<file path="src/rtl/sldfr_pkg.sv">
// ----------------------------------------------------------------------------
// sldfr_pkg
// Shared constants and controller/datapath types for the sync/length/XOR
// frame receiver.
// ----------------------------------------------------------------------------
package sldfr_pkg;

    localparam int BUFFER_DEPTH = 64;
    localparam int ADDR_W       = $clog2(BUFFER_DEPTH);

    localparam logic [7:0] SYNC_FIRST       = 8'h4C;
    localparam logic [7:0] SYNC_SECOND      = 8'h4D;
    localparam logic [7:0] EXCEPTION_BYTE   = 8'h01;
    localparam logic [5:0] MAX_LENGTH_RESET = 6'd40;

    typedef struct packed {
        logic load_len;
        logic store_byte;
        logic start_emit;
        logic next_emit;
    } t_dp_cmd;

    typedef struct packed {
        logic is_sync1;
        logic is_sync2;
        logic len_ok;
        logic more_payload;
        logic payload_empty;
        logic frame_good;
        logic emit_last;
    } t_dp_status;

endpackage

</file>
<file path="src/rtl/sldfr_in_if.sv">
// ----------------------------------------------------------------------------
// sldfr_in_if
// Received byte channel: valid/ready handshake with one serial byte.
// ----------------------------------------------------------------------------
interface sldfr_in_if;
    logic       valid;
    logic       ready;
    logic [7:0] rx_byte;

    modport source (output valid, output rx_byte, input ready);
    modport sink   (input valid, input rx_byte, output ready);
endinterface

</file>
<file path="src/rtl/sldfr_out_if.sv">
// ----------------------------------------------------------------------------
// sldfr_out_if
// Payload byte channel: valid/ready handshake with one payload byte and tags.
// ----------------------------------------------------------------------------
interface sldfr_out_if;
    logic       valid;
    logic       ready;
    logic [7:0] payload_byte;
    logic [5:0] byte_index;
    logic       is_last;
    logic [5:0] frame_length;
    logic       checksum_ok;

    modport source (output valid, output payload_byte, output byte_index,
                    output is_last, output frame_length, output checksum_ok,
                    input ready);
    modport sink   (input valid, input payload_byte, input byte_index,
                    input is_last, input frame_length, input checksum_ok,
                    output ready);
endinterface

</file>
<file path="src/rtl/sync_length_xor_deframer.sv">
// ----------------------------------------------------------------------------
// sync_length_xor_deframer
// Hunts for sync 0x4C 0x4D, takes a length byte, stores the payload, checks
// the XOR checksum and emits the payload bytes of accepted frames.
// ----------------------------------------------------------------------------
//  channel  | dir | fields
//  i_rx     | in  | rx_byte[7:0]
//  o_frm    | out | payload_byte[7:0] byte_index[5:0] is_last frame_length[5:0]
//           |     | checksum_ok
//  i_cfg_*  | in  | max_length[5:0], write enable only
//
// One received byte per cycle while hunting, reading length or collecting.
// An accepted frame emits each payload byte with a RAM read, then an output
// transfer; i_rx.ready is low for the whole burst.
// Synchronous active-low reset; max_length resets to 40. No clearing pass.
// A stalled o_frm holds its byte and the controller waits.
// ----------------------------------------------------------------------------
module sync_length_xor_deframer (
    input  logic        i_clk,
    input  logic        i_rst_n,
    input  logic        i_cfg_we,
    input  logic [5:0]  i_cfg_wdata,
    sldfr_in_if.sink    i_rx,
    sldfr_out_if.source o_frm
);
    import sldfr_pkg::*;

    t_dp_cmd    cmd;
    t_dp_status status;

    sldfr_ctrl u_ctrl (
        .i_clk       (i_clk),
        .i_rst_n     (i_rst_n),
        .i_in_valid  (i_rx.valid),
        .o_in_ready  (i_rx.ready),
        .o_out_valid (o_frm.valid),
        .i_out_ready (o_frm.ready),
        .i_status    (status),
        .o_cmd       (cmd)
    );

    sldfr_dp u_dp (
        .i_clk          (i_clk),
        .i_rst_n        (i_rst_n),
        .i_cfg_we       (i_cfg_we),
        .i_cfg_wdata    (i_cfg_wdata),
        .i_rx_byte      (i_rx.rx_byte),
        .i_cmd          (cmd),
        .o_status       (status),
        .o_payload_byte (o_frm.payload_byte),
        .o_byte_index   (o_frm.byte_index),
        .o_is_last      (o_frm.is_last),
        .o_frame_length (o_frm.frame_length),
        .o_checksum_ok  (o_frm.checksum_ok)
    );

endmodule

</file>
<file path="src/rtl/sldfr_ram.sv">
// ----------------------------------------------------------------------------
// sldfr_ram
// Generic single-write, single-read RAM with registered read data.
// ----------------------------------------------------------------------------
module sldfr_ram #(
    parameter int WIDTH = 8,
    parameter int DEPTH = 64
) (
    input  logic                     i_clk,
    input  logic                     i_we,
    input  logic [$clog2(DEPTH)-1:0] i_waddr,
    input  logic [WIDTH-1:0]         i_wdata,
    input  logic [$clog2(DEPTH)-1:0] i_raddr,
    output logic [WIDTH-1:0]         o_rdata
);

    logic [WIDTH-1:0] r_mem [DEPTH];
    logic [WIDTH-1:0] r_rdata;

    always_ff @(posedge i_clk) begin
        if (i_we) begin
            r_mem[i_waddr] <= i_wdata;
        end
        r_rdata <= r_mem[i_raddr];
    end

    assign o_rdata = r_rdata;

endmodule

</file>
<file path="src/rtl/sldfr_dp.sv">
// ----------------------------------------------------------------------------
// sldfr_dp
// Datapath: length/limit register, payload store, running XOR, emit counter
// and the output tags.
// ----------------------------------------------------------------------------
module sldfr_dp (
    input  logic                   i_clk,
    input  logic                   i_rst_n,
    input  logic                   i_cfg_we,
    input  logic [5:0]             i_cfg_wdata,
    input  logic [7:0]             i_rx_byte,
    input  sldfr_pkg::t_dp_cmd     i_cmd,
    output sldfr_pkg::t_dp_status  o_status,
    output logic [7:0]             o_payload_byte,
    output logic [5:0]             o_byte_index,
    output logic                   o_is_last,
    output logic [5:0]             o_frame_length,
    output logic                   o_checksum_ok
);
    import sldfr_pkg::*;

    logic [5:0] r_max_len;
    logic [5:0] r_len;
    logic [5:0] r_count;
    logic [7:0] r_xor;
    logic [7:0] r_first;
    logic       r_ok;
    logic [5:0] r_emit_idx;

    logic [5:0] payload_len;
    logic       wr_in_range;
    logic       rd_in_range;
    logic [7:0] ram_rdata;

    assign payload_len = (r_len == 6'd0) ? 6'd0 : r_len - 6'd1;
    assign wr_in_range = (32'(r_count) < BUFFER_DEPTH);
    assign rd_in_range = (32'(r_emit_idx) < BUFFER_DEPTH);

    always_ff @(posedge i_clk) begin
        if (!i_rst_n) begin
            r_max_len <= MAX_LENGTH_RESET;
        end else if (i_cfg_we) begin
            r_max_len <= i_cfg_wdata;
        end
    end

    always_ff @(posedge i_clk) begin
        if (!i_rst_n) begin
            r_len      <= '0;
            r_count    <= '0;
            r_xor      <= '0;
            r_emit_idx <= '0;
        end else begin
            if (i_cmd.load_len) begin
                r_len   <= i_rx_byte[5:0];
                r_count <= '0;
                r_xor   <= '0;
            end
            if (i_cmd.store_byte) begin
                r_xor   <= r_xor ^ i_rx_byte;
                r_count <= r_count + 6'd1;
            end
            if (i_cmd.start_emit) begin
                r_emit_idx <= '0;
            end
            if (i_cmd.next_emit) begin
                r_emit_idx <= r_emit_idx + 6'd1;
            end
        end
    end

    always_ff @(posedge i_clk) begin
        if (i_cmd.store_byte && r_count == 6'd0) begin
            r_first <= i_rx_byte;
        end
        if (i_cmd.start_emit) begin
            r_ok <= (i_rx_byte == r_xor);
        end
    end

    sldfr_ram #(
        .WIDTH (8),
        .DEPTH (BUFFER_DEPTH)
    ) u_ram (
        .i_clk   (i_clk),
        .i_we    (i_cmd.store_byte && wr_in_range),
        .i_waddr (ADDR_W'(r_count)),
        .i_wdata (i_rx_byte),
        .i_raddr (ADDR_W'(r_emit_idx)),
        .o_rdata (ram_rdata)
    );

    always_comb begin
        o_status.is_sync1      = (i_rx_byte == SYNC_FIRST);
        o_status.is_sync2      = (i_rx_byte == SYNC_SECOND);
        o_status.len_ok        = (i_rx_byte <= {2'b00, r_max_len});
        o_status.more_payload  = (r_count < payload_len);
        o_status.payload_empty = (payload_len == 6'd0);
        o_status.frame_good    = (i_rx_byte == r_xor) || (r_first == EXCEPTION_BYTE);
        o_status.emit_last     = (r_emit_idx + 6'd1 == payload_len);
    end

    assign o_payload_byte = rd_in_range ? ram_rdata : 8'h00;
    assign o_byte_index   = r_emit_idx;
    assign o_is_last      = o_status.emit_last;
    assign o_frame_length = r_len;
    assign o_checksum_ok  = r_ok;

endmodule

</file>
<file path="src/rtl/sldfr_ctrl.sv">
// ----------------------------------------------------------------------------
// sldfr_ctrl
// Controller: sync hunt, length check, payload collection and emit sequencing.
// ----------------------------------------------------------------------------
module sldfr_ctrl (
    input  logic                  i_clk,
    input  logic                  i_rst_n,
    input  logic                  i_in_valid,
    output logic                  o_in_ready,
    output logic                  o_out_valid,
    input  logic                  i_out_ready,
    input  sldfr_pkg::t_dp_status i_status,
    output sldfr_pkg::t_dp_cmd    o_cmd
);
    import sldfr_pkg::*;

    localparam logic [2:0] S_HUNT1   = 3'd0;
    localparam logic [2:0] S_HUNT2   = 3'd1;
    localparam logic [2:0] S_LEN     = 3'd2;
    localparam logic [2:0] S_COLLECT = 3'd3;
    localparam logic [2:0] S_RD      = 3'd4;
    localparam logic [2:0] S_OUT     = 3'd5;

    logic [2:0] r_state;
    logic [2:0] n_state;
    logic       in_xfer;
    logic       out_xfer;

    assign o_in_ready  = (r_state == S_HUNT1) || (r_state == S_HUNT2) ||
                         (r_state == S_LEN) || (r_state == S_COLLECT);
    assign o_out_valid = (r_state == S_OUT);
    assign in_xfer     = i_in_valid && o_in_ready;
    assign out_xfer    = o_out_valid && i_out_ready;

    always_comb begin
        n_state = r_state;
        o_cmd   = '0;
        unique case (r_state)
            S_HUNT1: begin
                if (in_xfer && i_status.is_sync1) n_state = S_HUNT2;
            end
            S_HUNT2: begin
                if (in_xfer) n_state = i_status.is_sync2 ? S_LEN : S_HUNT1;
            end
            S_LEN: begin
                if (in_xfer) begin
                    o_cmd.load_len = 1'b1;
                    n_state        = i_status.len_ok ? S_COLLECT : S_HUNT1;
                end
            end
            S_COLLECT: begin
                if (in_xfer) begin
                    if (i_status.more_payload) begin
                        o_cmd.store_byte = 1'b1;
                    end else if (!i_status.payload_empty && i_status.frame_good) begin
                        o_cmd.start_emit = 1'b1;
                        n_state          = S_RD;
                    end else begin
                        n_state = S_HUNT1;
                    end
                end
            end
            S_RD: begin
                n_state = S_OUT;
            end
            S_OUT: begin
                if (out_xfer) begin
                    if (i_status.emit_last) begin
                        n_state = S_HUNT1;
                    end else begin
                        o_cmd.next_emit = 1'b1;
                        n_state         = S_RD;
                    end
                end
            end
            default: begin
                n_state = S_HUNT1;
            end
        endcase
    end

    always_ff @(posedge i_clk) begin
        if (!i_rst_n) begin
            r_state <= S_HUNT1;
        end else begin
            r_state <= n_state;
        end
    end

endmodule

</file>
<file path="src/flat_wrapper.sv">
// flat-port wrapper written by rule: the top's interface ports become plain ports
module sync_length_xor_deframer_flat import sldfr_pkg::*;
  (i_clk, i_rst_n, i_cfg_we, i_cfg_wdata, i_rx_valid, i_rx_rx_byte, i_rx_ready, o_frm_valid, o_frm_payload_byte, o_frm_byte_index, o_frm_is_last, o_frm_frame_length, o_frm_checksum_ok, o_frm_ready);
  sldfr_in_if i_rx_i ();
  sldfr_out_if o_frm_i ();
  input  logic i_clk;
  input  logic i_rst_n;
  input  logic i_cfg_we;
  input  logic [5:0] i_cfg_wdata;
  input wire logic [$bits(i_rx_i.valid)-1:0] i_rx_valid;
  input wire logic [$bits(i_rx_i.rx_byte)-1:0] i_rx_rx_byte;
  output wire logic [$bits(i_rx_i.ready)-1:0] i_rx_ready;
  output wire logic [$bits(o_frm_i.valid)-1:0] o_frm_valid;
  output wire logic [$bits(o_frm_i.payload_byte)-1:0] o_frm_payload_byte;
  output wire logic [$bits(o_frm_i.byte_index)-1:0] o_frm_byte_index;
  output wire logic [$bits(o_frm_i.is_last)-1:0] o_frm_is_last;
  output wire logic [$bits(o_frm_i.frame_length)-1:0] o_frm_frame_length;
  output wire logic [$bits(o_frm_i.checksum_ok)-1:0] o_frm_checksum_ok;
  input wire logic [$bits(o_frm_i.ready)-1:0] o_frm_ready;
  assign i_rx_i.valid = i_rx_valid;
  assign i_rx_i.rx_byte = i_rx_rx_byte;
  assign i_rx_ready = i_rx_i.ready;
  assign o_frm_valid = o_frm_i.valid;
  assign o_frm_payload_byte = o_frm_i.payload_byte;
  assign o_frm_byte_index = o_frm_i.byte_index;
  assign o_frm_is_last = o_frm_i.is_last;
  assign o_frm_frame_length = o_frm_i.frame_length;
  assign o_frm_checksum_ok = o_frm_i.checksum_ok;
  assign o_frm_i.ready = o_frm_ready;
  sync_length_xor_deframer u_core (.i_clk(i_clk), .i_rst_n(i_rst_n), .i_cfg_we(i_cfg_we), .i_cfg_wdata(i_cfg_wdata), .i_rx(i_rx_i), .o_frm(o_frm_i));
endmodule
</file>
<file path="config.mk">
export PLATFORM = sky130hd
export DESIGN_NAME = sync_length_xor_deframer_flat
export DESIGN_NICKNAME = d
export VERILOG_FILES = /design/src/rtl/sldfr_pkg.sv /design/src/rtl/sldfr_in_if.sv /design/src/rtl/sldfr_out_if.sv /design/src/rtl/sync_length_xor_deframer.sv /design/src/rtl/sldfr_ram.sv /design/src/rtl/sldfr_dp.sv /design/src/rtl/sldfr_ctrl.sv /design/src/flat_wrapper.sv
export SDC_FILE = /design/constraint.sdc
export NUM_CORES = 1
export LEC_CHECK = 0
export BUFFER_PORTS_ARGS = -buffer_cell sky130_fd_sc_hd__buf_4
export CAP_MARGIN = 15
export CORE_MARGIN = 5
export CORE_UTILIZATION = 30
export CTS_BUF_LIST = sky130_fd_sc_hd__clkbuf_2 sky130_fd_sc_hd__clkbuf_4 sky130_fd_sc_hd__clkbuf_8
export CTS_CLUSTER_DIAMETER = 40
export CTS_CLUSTER_SIZE = 30
export DETAILED_ROUTE_END_ITERATION = 6
export GPL_ROUTABILITY_DRIVEN = 0
export MAX_ROUTING_LAYER = met4
export PLACE_DENSITY = 0.5
export SLEW_MARGIN = 20
export SYNTH_ARGS = -nofsm -noshare
export SYNTH_HDL_FRONTEND = slang
export SYNTH_SLANG_ARGS = --single-unit
export TNS_END_PERCENT = 20
</file>
<file path="constraint.sdc">
create_clock -name i_clk -period 5.9 [get_ports i_clk]
set_input_delay 0.59 -clock i_clk [delete_from_list [all_inputs] [get_ports i_clk]]
set_output_delay 0.59 -clock i_clk [all_outputs]
set_load 0.01 [all_outputs]
</file>
# Yosys cells after proc, flatten, opt, wreduce, memory -nomap -nowiden
# Memory sizes are Yosys's and may differ from the RTL's. A register that Yosys moved wholly into a read port is not among the register bits.
# Index checks and enable logic that the tools add are counted.
# word_totals
memories	1
wordCells	78
ramBits	512
regBits	44
input_bits	19
# mem_list
name	words	word_bits	rd	rd_clocked_by_memory_dff	write_ports	line	rtl
u_core.u_dp.u_ram.r_mem	64	8	1	1	1	sldfr_ram.sv:17	logic [WIDTH-1:0] r_mem [DEPTH];
# classes
n_addsub	3
eq_ne	16
n_mux	30
bitwise_logic	1
magnitude_cmp	2
n_reduce_logical	17
# op_table
cell	n
6-bit 2-to-1 mux	5
3-bit 2-to-1 mux	8
6-bit zero test	3
3-bit case mux with 6 select lines	1
8-bit by 7-bit equality test with 1-bit output, second input constant	2
8-bit 2-to-1 mux	2
6-bit by 1-bit adder with 6-bit output, second input constant	2
1-bit 2-to-1 mux	10
8-bit by 1-bit equality test with 1-bit output, second input constant	1
8-bit equality test	1
8-bit by 6-bit less-or-equal comparator with 1-bit output	1
2-bit 2-to-1 mux	4
2-bit inequality test, second input constant	4
8-bit XOR	1
3-bit by 2-bit equality test with 1-bit output, second input constant	2
3-bit equality test, second input constant	2
6-bit equality test	1
6-bit less-than comparator	1
6-bit AND reduction	1
6-bit by 1-bit subtractor with 6-bit output, second input constant	1
1-bit logical AND	5
1-bit logical OR	4
2-bit by 1-bit inequality test with 1-bit output, second input constant	2
2-bit nonzero test	2
other kinds (3)	3

# Depth between registers and ports, before layout
# Gate-level depths: netlist of the first run.
# logic_depth
word_depth	11
mapped_depth	13

# Hierarchy
# A second synthesis of the first run with hierarchy kept.
# hier_totals
cells_unflattened	1245
area_unflattened_um2	22855.7
# by_module_without_submodules
mod	area_per_inst_um2	seq_area_each_um2	cells_per_inst	instances
sldfr_ram	20166.8	15534.9	940	1
sldfr_dp	2424.8	910.9	269	1
sldfr_ctrl	264.0	60.1	36	1

# Least setup slack after synthesis of the first run
# No wires, ideal clock.
# synth_timing
path_type	register to register
from	register u_core.u_dp.r_len[0], in the netlist u_core.u_dp.o_frame_length[0]
to	memory u_core.u_dp.u_ram.r_mem[1][0] (enable)
synth_period_minus_slack_ns	3.740
n_path_buf	1
required_time_ns	5.505
arrival_time_ns	3.346
slack_ns	2.160
path_stages_with_launch	13
setup_time_ns	0.395
cell_sequence	dfxtp_1 > inv_1 > ha_1 > nand2b_1 > o21ai_0 > ha_1 > a21o_1 > a21o_1 > a21oi_1 > o2111a_1 > buf_2 > nand3b_1 > nor4_1
# synth_via
elab_chain_cells	8
word_cells_on_any_way	9
# synth_rtl
element	line	rtl
start, declared	sldfr_dp.sv:23	logic [5:0] r_len;
start signal, assigned	sldfr_dp.sv:55	r_len <= i_rx_byte[5:0];
6-bit by 1-bit subtractor with 6-bit output / 6-bit zero test (equally long branches)	sldfr_dp.sv:35	assign payload_len = (r_len == 6'd0) ? 6'd0 : r_len - 6'd1;
6-bit 2-to-1 mux (*)	sldfr_dp.sv:35	
6-bit less-than comparator (*)	sldfr_dp.sv:97	o_status.more_payload = (r_count < payload_len);
1-bit 2-to-1 mux (*)	sldfr_ctrl.sv:53	if (i_status.more_payload) begin
2-bit 2-to-1 mux (*)	sldfr_ctrl.sv:52	if (in_xfer) begin
2-bit 2-to-1 mux (*)	sldfr_ctrl.sv:38	unique case (r_state)
1-bit 2-to-1 mux (*)	sldfr_ram.sv:21	if (i_we) begin
1-bit 2-to-1 mux (not written as such) (*)	sldfr_ram.sv:22	r_mem[i_waddr] <= i_wdata;
end, declared	sldfr_ram.sv:17	
# Mark *: on every way between the ends. The rest lies on a longest branch, timed or not.

# Worst setup path in the final report of the first run
# layout_timing
from	register u_core.u_dp.r_len[0], in the netlist u_core.u_dp.o_frame_length[0]
to	memory u_core.u_dp.u_ram.r_mem[56][6] (enable)
# The elaborated chain is that of the path after synthesis.

==> impl_metrics.env, run 1 <==
export IMPL_outcome="finished clean"
export IMPL_crit_path_max_incr_delay_ps=790
export IMPL_cp_common_cell="sky130_fd_sc_hd__ha_1"
export IMPL_critical_path_reg2reg_startpoint="u_core.u_dp.o_frame_length[0]"
export IMPL_synth_avg_cell_area_um2=20.2
export IMPL_cts_inserted_buffers=78
export IMPL_cellLeakagePower_nw=7.85
export IMPL_final_report_max_slew_violation_count=0
export IMPL_yosys_area_top_type="sky130_fd_sc_hd__edfxtp_1"
export IMPL_timing_critical_path_fanout_max=13
export IMPL_clkLatencyLatePin_ps=660
export IMPL_reg2reg_slack_ps=1390
export IMPL_detail_route_first_pass_iterations=5
export IMPL_ant_nets=0
export IMPL_finish_net_count=1234
export IMPL_floorplan_core_area_um2=74600
export IMPL_largest_net_degree_at_the_start_of_global_routing=72
export IMPL_postSynthRegisterBits=564
export IMPL_ir_drop_mv=0.154
export IMPL_timing_clock_skew_ps=39.9
export IMPL_drt_wirelength_per_cell_um=25.5
export IMPL_clockRootBuffer="sky130_fd_sc_hd__clkbuf_8"
export IMPL_final_hold_viol_count=0
export IMPL_yosysWarningCount=0
export IMPL_initial_utilization_pct=30.3
export IMPL_htree_levels=3
export IMPL_cp_end_kind="flop"
export IMPL_postCtsSetupBuffers=0
export IMPL_mostFrequentLayoutCells="sky130_fd_sc_hd__edfxtp_1, sky130_fd_sc_hd__mux4_2, sky130_fd_sc_hd__nor2_1, sky130_fd_sc_hd__clkbuf_8, sky130_fd_sc_hd__buf_4"
export IMPL_vias=11200
export IMPL_required_ps=6160
export IMPL_timing_rr_end="u_core.u_dp.u_ram.r_mem[56][6]"
export IMPL_finalSetupTns_ps=0
export IMPL_min_delay_start="i_cfg_wdata[3]"
export IMPL_layout_drive_gt1_share_pct=31.1
export IMPL_holdPathEnd="u_core.u_dp.r_max_len[3]"
export IMPL_count_of_unique_library_cells_instantiated_by_yosys=59
export IMPL_groute_usage_overall_pct=14.4
export IMPL_avgViaCountPerCell=5.00
export IMPL_dr_first_iter_drc_count=982
export IMPL_die_width_um=284
export IMPL_cell_breakdown_of_the_critical_path="inv_1 -> ha_1 -> nor3b_1 -> mux2i_1 -> ha_1 -> a21o_1 -> a21oi_1 -> o2111a_1 -> nand3_1 -> nor2_1"
export IMPL_synth_async_reset_ratio_pct=0
export IMPL_sequential_fraction_of_the_synthesis_area_pct=73.1
export IMPL_place_port_buffers=42
export IMPL_drt_total_wl_um=56900
export IMPL_max_slew_margin_rel_pct=32.8
export IMPL_post_cts_resized=0
export IMPL_antenna_found_initial=3
export IMPL_bufs_on_longest_clock_path=3
export IMPL_min_delay_path_depth=3
export IMPL_clkSinkCount=564
export IMPL_post_route_drc_count=0
export IMPL_unrepaired_setup_endpoints_after_global_routing="false"
export IMPL_dieHeight_um=284
export IMPL_syn_to_final_growth_pct=14.7
export IMPL_startpoint_type="flop"
export IMPL_rows=100
export IMPL_post_route_period_util_pct=76.4
export IMPL_grt_pass1_wl_um=82900
export IMPL_max_freq_mhz=222
export IMPL_setup_worst_path_class="reg2reg"
export IMPL_grt_remaining_overflow=0
export IMPL_synthesis_area_um2=22600
export IMPL_synthFlopType="sky130_fd_sc_hd__edfxtp_1"
export IMPL_mostFrequentLayoutCell="sky130_fd_sc_hd__edfxtp_1"
export IMPL_post_cts_hold_buffer_count=0
export IMPL_setup_violations=0
export IMPL_netlist_instances=1115
export IMPL_floorplan_die_area_um2=80800
export IMPL_top_level_ports=43
export IMPL_first_global_vias=11500
export IMPL_timing_hold_worst_class="in2reg"
export IMPL_hold_slack_ps=145
export IMPL_p_per_area_nw_per_um2=311
export IMPL_min_period_ps=4510
export IMPL_maxCapViolations=0
export IMPL_synth_fp_nets=1149
export IMPL_synth_area_top_cells="sky130_fd_sc_hd__edfxtp_1, sky130_fd_sc_hd__mux4_2, sky130_fd_sc_hd__dfxtp_1, sky130_fd_sc_hd__nor2_1, sky130_fd_sc_hd__ha_1"
export IMPL_timing_critical_path_arrival_ps=4770
export IMPL_place_hpwl_um=35100
export IMPL_cts_tree="yes"
export IMPL_crit_slowest_cell="sky130_fd_sc_hd__nor2_1"
export IMPL_tightest_slew_ps=1000
export IMPL_rr_worst_depth=10
export IMPL_netlist_area_leader_share_pct=69.3
export IMPL_synth_edff_count=521
export IMPL_cts_reportedPaths_clkPinSlew_ps=70
## sequential cells by signal, summed over array words and instances (netlist names)
signal	cells
u_core.u_ctrl.r_state	3
u_core.u_dp.r_count	6
u_core.u_dp.r_xor	8
u_core.u_dp.r_max_len	6
u_core.u_dp.o_byte_index	6
u_core.u_dp.u_ram.o_rdata	8
u_core.u_dp.r_first	8
u_core.u_dp.o_frame_length	6
u_core.u_dp.u_ram.r_mem	512
u_core.u_dp.o_checksum_ok	1
## kinds of logic (layout without fill, tap and decap cells)
family	Yosys count	in the layout	share of synthesized area, %
adder cells (fa/ha/maj)	15	15	0.831
other	0	1	0
buffers and inverters	81	230	1.67
AO/OA/AOI/OAI	69	69	2.18
AND/OR/NAND/NOR	189	189	4.23
XOR/XNOR	16	16	0.621
flip-flops	564	564	73.1
multiplexers	181	181	17.3
## cells in the mapped netlist (5+ instances only)
master                     instances
sky130_fd_sc_hd__edfxtp_1        521
sky130_fd_sc_hd__mux2i_1          13
sky130_fd_sc_hd__dfxtp_1          43
sky130_fd_sc_hd__nand3_1          15
sky130_fd_sc_hd__nand2b_1          7
sky130_fd_sc_hd__o21a_1            5
sky130_fd_sc_hd__nor2b_1           8
sky130_fd_sc_hd__ha_1             15
sky130_fd_sc_hd__nor2_1           79
sky130_fd_sc_hd__nand4_1           6
sky130_fd_sc_hd__and3b_1           8
sky130_fd_sc_hd__mux4_2          168
sky130_fd_sc_hd__buf_1             5
sky130_fd_sc_hd__nand2_1          24
sky130_fd_sc_hd__a21oi_1          16
sky130_fd_sc_hd__clkbuf_1         33
sky130_fd_sc_hd__and3_1            5
sky130_fd_sc_hd__buf_2            17
sky130_fd_sc_hd__o211ai_1         13
sky130_fd_sc_hd__nor4_1           11
sky130_fd_sc_hd__xor2_1           13
sky130_fd_sc_hd__inv_1            17
sky130_fd_sc_hd__buf_6             7
## power breakdown
| group | leakage (nW) | switching [mW] | total, mW | internal, mW |
|---|---|---|---|---|
| registers | 5.04 | 0.00523 | 4.37 | 4.36 |
| logic | 1.91 | 0.123 | 0.162 | 0.0387 |
| clock network | 0.909 | 1.69 | 3.52 | 1.83 |
| total | 7.85 | 1.82 | 8.05 | 6.23 |
## through the flow
step           utilization (%)  instance area, um2  cells  power, mW  setup slack, ps
6_report                  34.7               25900   2234       8.05             1390
5_1_grt                   34.7               25900   2234       8.35             1090
4_1_cts                   34.7               25900   2233       8.16             1340
3_5_place_dp              32.2               24000   2089       4.62             1380
3_3_place_gp              32.2               24000   2089       4.62             1430
2_1_floorplan                -               22600   1115       4.51             2160
## layout make-up
type / instances / area (um2)
Multi-Input combinational cell: 470 / 5720
Sequential cell: 564 / 16500
Timing Repair Buffer: 67 / 515
Antenna cell: 1 / 2.50
Clock inverter: 60 / 718
Fill cell: 6954 / 48700
Inverter: 19 / 71.3
Tap cell: 969 / 1210
Clock buffer: 84 / 1120
## routing by layer
layer	GRT usage [%]	wire, um	up-vias
li1	-	-	4782
met1	19.0	25000	5976
met2	22.8	27500	351
met3	2.88	3350	68
met4	3.98	1100	0
met5	-	0	-
## worst max-delay path by stage
stage / start / to / cells after the start
after floorplan: u_core.u_dp.o_frame_length[0] / u_core.u_dp.u_ram.r_mem[1][0] / 12
after global placement: u_core.u_dp.o_frame_length[0] / u_core.u_dp.u_ram.r_mem[29][2] / 10
after detailed placement: u_core.u_dp.o_frame_length[0] / u_core.u_dp.u_ram.r_mem[13][2] / 10
after CTS: u_core.u_dp.o_frame_length[0] / u_core.u_dp.u_ram.r_mem[56][2] / 10
after global routing: u_core.u_dp.o_frame_length[0] / u_core.u_dp.u_ram.r_mem[13][2] / 10
final: u_core.u_dp.o_frame_length[0] / u_core.u_dp.u_ram.r_mem[56][6] / 10
## critical path, delay by kind of cell, from the launching register on
| family | cells | cell delay (ps) |
|---|---|---|
| mux | 1 | 370 |
| simple gates | 3 | 1750 |
| compound gates | 3 | 950 |
| flops | 1 | 370 |
| buf+inv | 1 | 110 |
| fa+ha+maj | 2 | 550 |
Power figures use the tool's default switching activity.
==> run 2, diff against run 1 <==
Clock period 5.9 ns to 4.2 ns, I/O delays scaled along.
==> run 2 against run 1 <==
Effect of this change:
- combinational power grew 44%
- register-to-register slack got worse by 1000 ps
- largest power group unchanged
- non-clock buffer count rose by 80
- final cell count increased by 3.8%
- clock-buffer cell count grew 5
- largest cell class unchanged
- power grew 41%
- utilization grew 0.98 points
==> impl_metrics.env, run 2 (synthesized netlist as in run 1, its figures left out) <==
export IMPL_post_route_drc_count=0
export IMPL_cts_inserted_buffers=82
export IMPL_finalSetupTns_ps=0
export IMPL_rr_worst_depth=11
export IMPL_vias=11400
export IMPL_htree_levels=3
export IMPL_timing_hold_worst_class="in2reg"
export IMPL_initial_utilization_pct=30.3
export IMPL_mostFrequentLayoutCell="sky130_fd_sc_hd__edfxtp_1"
export IMPL_final_cell_count_without_fillers=2320
export IMPL_final_report_max_slew_violation_count=0
export IMPL_outcome="finished clean"
export IMPL_dieHeight_um=284
export IMPL_groute_usage_overall_pct=14.3
export IMPL_finish_net_count=1318
export IMPL_syn_to_final_growth_pct=17.9
export IMPL_timing_rr_end="u_core.u_dp.u_ram.r_mem[2][4]"
export IMPL_floorplan_core_area_um2=74600
export IMPL_max_freq_mhz=263
export IMPL_grt_remaining_overflow=0
export IMPL_top_level_ports=43
export IMPL_path_delay_family="simple AND/OR/NAND/NOR gates"
export IMPL_timing_critical_path_arrival_ps=4160
export IMPL_min_delay_start="i_rx_rx_byte[1]"
export IMPL_antenna_found_initial=3
export IMPL_min_period_ps=3810
export IMPL_timing_critical_path_fanout_max=10
export IMPL_ir_drop_mv=0.181
export IMPL_clkLatencyLatePin_ps=660
export IMPL_critPathBufInv=2
export IMPL_cts_reportedPaths_clkPinSlew_ps=70
export IMPL_die_width_um=284
export IMPL_max_slew_margin_rel_pct=41.3
export IMPL_ant_nets=0
export IMPL_tightest_slew_ps=880
export IMPL_rows=100
export IMPL_timing_clock_skew_ps=26.1
export IMPL_required_ps=4560
export IMPL_cell_breakdown_of_the_critical_path="inv_1 -> ha_1 -> nor3b_1 -> mux2i_1 -> ha_1 -> a21o_1 -> a21oi_1 -> o2111a_1 -> nand3b_1 -> nor4_1 -> buf_4"
export IMPL_drt_wirelength_per_cell_um=24.4
export IMPL_holdPathEnd="u_core.u_dp.r_first[1]"
export IMPL_critical_path_depth=11
export IMPL_startpoint_type="flop"
export IMPL_first_global_vias=11900
export IMPL_unrepaired_setup_endpoints_after_global_routing="false"
export IMPL_critical_path_reg2reg_startpoint="u_core.u_dp.o_frame_length[0]"
export IMPL_p_per_area_nw_per_um2=426
export IMPL_post_cts_resized=0
export IMPL_cp_end_kind="flop"
export IMPL_floorplan_die_area_um2=80800
export IMPL_grt_pass1_wl_um=83600
export IMPL_cellLeakagePower_nw=8.30
export IMPL_min_delay_path_depth=1
export IMPL_place_hpwl_um=35900
export IMPL_cts_tree="yes"
export IMPL_setup_violations=0
export IMPL_crit_path_max_incr_delay_ps=490
export IMPL_largest_register_ff_count=512
export IMPL_place_port_buffers=42
export IMPL_crit_slowest_cell="sky130_fd_sc_hd__o2111a_1"
export IMPL_detail_route_first_pass_iterations=5
export IMPL_layout_drive_gt1_share_pct=34.8
export IMPL_drt_total_wl_um=56700
export IMPL_maxCapViolations=0
export IMPL_dr_first_iter_drc_count=817
export IMPL_setup_worst_path_class="reg2reg"
export IMPL_largest_net_degree_at_the_start_of_global_routing=72
export IMPL_avgViaCountPerCell=4.91
export IMPL_post_route_period_util_pct=90.7
export IMPL_reg2reg_slack_ps=390
export IMPL_final_hold_viol_count=0
export IMPL_mostFrequentLayoutCells="sky130_fd_sc_hd__edfxtp_1, sky130_fd_sc_hd__mux4_2, sky130_fd_sc_hd__buf_4"
export IMPL_clockRootBuffer="sky130_fd_sc_hd__clkbuf_8"
export IMPL_placed_cells_incl_taps=2160
export IMPL_cp_common_cell="sky130_fd_sc_hd__ha_1"
export IMPL_bufs_on_longest_clock_path=3
export IMPL_clkSinkCount=564
export IMPL_max_flop_register="u_core.u_dp.u_ram.r_mem"
[run 2: layout make-up]
| cell class | count | area [um2] |
|---|---|---|
| flip-flops and latches | 564 | 16500 |
| clock buffers | 89 | 1200 |
| diodes | 1 | 2.50 |
| clock inverters | 61 | 689 |
| inverters | 19 | 71.3 |
| well taps | 969 | 1210 |
| fillers | 6962 | 48000 |
| repair buffers | 147 | 1200 |
| multi-input cells | 470 | 5720 |
[run 2: worst max-delay path by stage]
stage	start	to
after global placement	u_core.u_dp.o_frame_length[0]	u_core.u_dp.r_first[2]
final	u_core.u_dp.o_frame_length[0]	u_core.u_dp.u_ram.r_mem[2][4]
after detailed placement	u_core.u_dp.o_frame_length[0]	u_core.u_dp.u_ram.r_mem[0][1]
after floorplan	u_core.u_dp.o_frame_length[0]	u_core.u_dp.u_ram.r_mem[1][0]
after CTS	u_core.u_dp.o_frame_length[0]	u_core.u_dp.u_ram.r_mem[0][3]
after global routing	u_core.u_dp.o_frame_length[0]	u_core.u_dp.u_ram.r_mem[0][2]
[run 2: power by group]
part	total (mW)	switching [mW]	internal (mW)
Sequential	6.13	0.00745	6.13
Clock	4.97	2.36	2.61
Combinational	0.233	0.171	0.0617
Total	11.3	2.54	8.80
[run 2: repair_timing]
item | 4_1_cts | 5_1_grt
hold buffers | 9 | 0
endpoints found under the hold margin | 6 | 0
setup buffers | 0 | 0
[run 2: through the flow]
step | total power [mW] | area (um2) | hold slack [ps] | worst slack, ps | util (%)
3_3_place_gp | 6.49 | 24600 | 490 | 488 | 33.0
5_1_grt | 11.8 | 26600 | 63.3 | 135 | 35.7
2_1_floorplan | 6.34 | 22600 | 459 | 460 | -
3_5_place_dp | 6.49 | 24600 | 496 | 440 | 33.0
6_report | 11.3 | 26600 | 112 | 392 | 35.7
4_1_cts | 11.5 | 26600 | 44.1 | 399 | 35.7
[run 2: layer usage]
| metal | vias up | GRT usage (%) | part of all wire (%) |
|---|---|---|---|
| met1 | 6054 | 18.4 | 43 |
| met3 | 43 | 2.86 | 5.7 |
| met5 | - | - | 0 |
| met2 | 338 | 23.8 | 50 |
| li1 | 4958 | - | - |
| met4 | 0 | 3.30 | 1.0 |
[run 2: worst reg2reg max path, stage by stage, from the launching register on]
cell                       delay [ps]
sky130_fd_sc_hd__dfxtp_1          370
sky130_fd_sc_hd__inv_1             90
sky130_fd_sc_hd__ha_1             250
sky130_fd_sc_hd__nor3b_1          250
sky130_fd_sc_hd__mux2i_1          350
sky130_fd_sc_hd__ha_1             310
sky130_fd_sc_hd__a21o_1           170
sky130_fd_sc_hd__a21oi_1          270
sky130_fd_sc_hd__o2111a_1         490
sky130_fd_sc_hd__nand3b_1         430
sky130_fd_sc_hd__nor4_1           300
sky130_fd_sc_hd__buf_4            230
==> run 3, diff against run 2 <==
Settings changed: PLACE_DENSITY 0.5 to 0.52.
Clock period 4.2 ns to 3.4 ns, I/O delays scaled along.
==> run 3 against run 2 <==
Effect of this change:
- non-clock buffer count is 39 higher
- critical path type is now reg2out
- register-to-register slack worse by 160 ps
- clock-buffer cell count rose by 21
- cell area up 1.8%
- critical path depth down 4
- worst hold slack worse by 50 ps
- routed wire length down 0.64%
- final cell count is 2.7% higher
- flip-flop and latch count unchanged
- highest routed layer unchanged
- first-iteration DRC count down 4.8%
==> impl_metrics.env, run 3 (synthesized netlist as in run 1, its figures left out) <==
export IMPL_outcome="finished clean"
export IMPL_cp_end_kind="output pin"
export IMPL_timing_critical_path_arrival_ps=2850
export IMPL_ir_drop_mv=0.372
export IMPL_cts_reportedPaths_clkPinSlew_ps=60
export IMPL_drt_wirelength_per_cell_um=23.6
export IMPL_finish_net_count=1367
export IMPL_min_delay_path_depth=3
export IMPL_met2RoutedLength_um=28200
export IMPL_sw_frac_of_total_pct=21.9
export IMPL_final_setup_worst_slack_ps=210
export IMPL_final_cell_count_without_fillers=2382
export IMPL_initial_utilization_pct=30.3
export IMPL_post_route_period_util_pct=93.8
export IMPL_fillCellCount=6941
export IMPL_layout_drive_gt1_share_pct=36.8
export IMPL_wl_met1_um=24200
export IMPL_p_per_area_nw_per_um2=518
export IMPL_setup_worst_path_class="reg2out"
export IMPL_largest_register_ff_count=512
export IMPL_mostFrequentLayoutCell="sky130_fd_sc_hd__edfxtp_1"
export IMPL_ant_nets=0
export IMPL_max_slew_margin_rel_pct=46.7
export IMPL_pwr_share_clk_pct=43.8
export IMPL_timing_critical_path_fanout_max=27
export IMPL_timing_rr_end="u_core.u_dp.u_ram.r_mem[51][1]"
export IMPL_setup_violations=0
export IMPL_post_route_drc_count=0
export IMPL_required_ps=3060
export IMPL_postCtsSetupBuffers=0
export IMPL_cts_inserted_buffers=92
export IMPL_first_global_vias=12200
export IMPL_syn_to_final_growth_pct=20.1
export IMPL_placement_setup_worst_slack_ps=-45.9
export IMPL_cellLeakagePower_nw=8.59
export IMPL_detail_route_first_pass_iterations=5
export IMPL_die_width_um=284
export IMPL_drt_total_wl_um=56300
export IMPL_combinationalPowerShare_pct=2.2
export IMPL_critical_path_reg2reg_startpoint="u_core.u_dp.o_frame_length[1]"
export IMPL_met3WireLength_um=3020
export IMPL_final_area_um2=27100
export IMPL_placed_cells_incl_taps=2192
export IMPL_maxCapViolations=0
export IMPL_startpoint_type="flop"
export IMPL_place_port_buffers=42
export IMPL_largest_net_degree_at_the_start_of_global_routing=69
export IMPL_mostFrequentLayoutCells="sky130_fd_sc_hd__edfxtp_1, sky130_fd_sc_hd__mux4_2, sky130_fd_sc_hd__buf_4"
export IMPL_dr_first_iter_drc_count=778
export IMPL_fin_total_pwr_mw=14.0
export IMPL_final_util_pct=36.4
export IMPL_grt_remaining_overflow=0
export IMPL_timing_hold_worst_class="in2reg"
export IMPL_bufs_on_longest_clock_path=3
export IMPL_min_period_ps=3190
export IMPL_top_layer="met4"
export IMPL_place_area_um2=25000
export IMPL_finalSetupTns_ps=0
export IMPL_max_flop_register="u_core.u_dp.u_ram.r_mem"
export IMPL_groute_usage_overall_pct=14.3
export IMPL_dieHeight_um=284
export IMPL_clockRootBuffer="sky130_fd_sc_hd__clkbuf_8"
export IMPL_clkSinkCount=564
export IMPL_timing_clock_skew_ps=26.7
export IMPL_holdPathEnd="u_core.u_dp.o_frame_length[2]"
export IMPL_tightest_slew_ps=800
export IMPL_vias=11500
export IMPL_max_freq_mhz=314
export IMPL_internal_power_mw=11.0
export IMPL_top_level_ports=43
export IMPL_final_report_max_slew_violation_count=0
export IMPL_rr_worst_depth=12
export IMPL_clkLatencyLatePin_ps=670
export IMPL_power_switching_mw=3.08
export IMPL_antenna_found_initial=2
export IMPL_min_delay_start="i_rx_rx_byte[2]"
export IMPL_hold_slack_ps=61.8
export IMPL_floorplan_die_area_um2=80800
export IMPL_grt_pass1_wl_um=83600
export IMPL_floorplan_core_area_um2=74600
export IMPL_avgViaCountPerCell=4.82
export IMPL_cts_tree="yes"
export IMPL_reg2reg_slack_ps=230
export IMPL_rows=100
export IMPL_place_hpwl_um=36200
export IMPL_final_hold_viol_count=0
export IMPL_htree_levels=3
export IMPL_pwr_share_seq_pct=54.0
## run 3: cell types whose count changed in the layout (fill, tap and decap cells not counted), sizes merged
cell,delta
clkbuf,+21
diode,+1
clkinvlp,-2
buf,+32
dlygate4sd3,+7
bufinv,-3
inv,-9
clkinv,+15
## run 3: how the worst max path moves through the flow
stage / from / end / slack [ps] / depth (start not counted)
2_1_floorplan: u_core.u_dp.o_frame_length[0] / u_core.u_dp.u_ram.r_mem[3][0] / -240 / 12
3_3_place_gp: u_core.u_dp.o_frame_length[0] / u_core.u_dp.u_ram.r_mem[34][2] / -60 / 12
3_5_place_dp: u_core.u_dp.o_frame_length[0] / u_core.u_dp.u_ram.r_mem[34][1] / -50 / 12
4_1_cts: u_core.u_dp.o_frame_length[0] / u_core.u_dp.u_ram.r_mem[51][6] / -3 / 12
5_1_grt: u_core.u_dp.o_frame_length[1] / u_core.u_dp.r_first[2] / -20 / 12
6_report: u_core.u_dp.o_byte_index[2] / o_frm_is_last / 210 / 7
## run 3: timing repair
action	4_1_cts	5_1_grt
hold endpoints to repair	10	0
pin swaps	0	1
cloned	0	0
resized for setup	2	5
setup endpoints to repair	41	524
hold buffers	16	0
## run 3: power groups by stage
stage | logic, mW | clock network (mW) | registers, mW
after detailed placement | 0.296 | 0 | 7.73
final | 0.306 | 6.15 | 7.58
after global placement | 0.291 | 0 | 7.73
after CTS | 0.314 | 6.34 | 7.58
after floorplan | 0.0962 | 0 | 7.73
after global routing | 0.339 | 6.69 | 7.58
## run 3: worst max-delay path, cell delays in order, from the launching register on
cell and delay, ps:
sky130_fd_sc_hd__dfxtp_4 670, sky130_fd_sc_hd__buf_4 310, sky130_fd_sc_hd__nand3_1 110, sky130_fd_sc_hd__xnor2_1 210, sky130_fd_sc_hd__a2111o_1 420, sky130_fd_sc_hd__o211a_2 160, sky130_fd_sc_hd__nor3_1 160, sky130_fd_sc_hd__buf_4 150
## run 3: area by class of cell
cell class                      instances  area (um2)  share of cell area (%)
Antenna cell                            2        5.00                  0.0185
Clock buffer                          110        1410                    5.19
Clock inverter                         62         534                    1.97
Inverter                               19        71.3                   0.263
Multi-Input combinational cell        470        5760                    21.2
Sequential cell                       564       16500                    60.9
Tap cell                              969        1210                    4.47
Timing Repair Buffer                  186        1600                    5.91
## run 3: per-layer routing
| layer | up-vias | global-route usage, % |
|---|---|---|
| li1 | 5069 | - |
| met1 | 6068 | 18.4 |
| met2 | 285 | 23.2 |
| met3 | 69 | 3.04 |
| met4 | 0 | 3.79 |
| met5 | - | - |
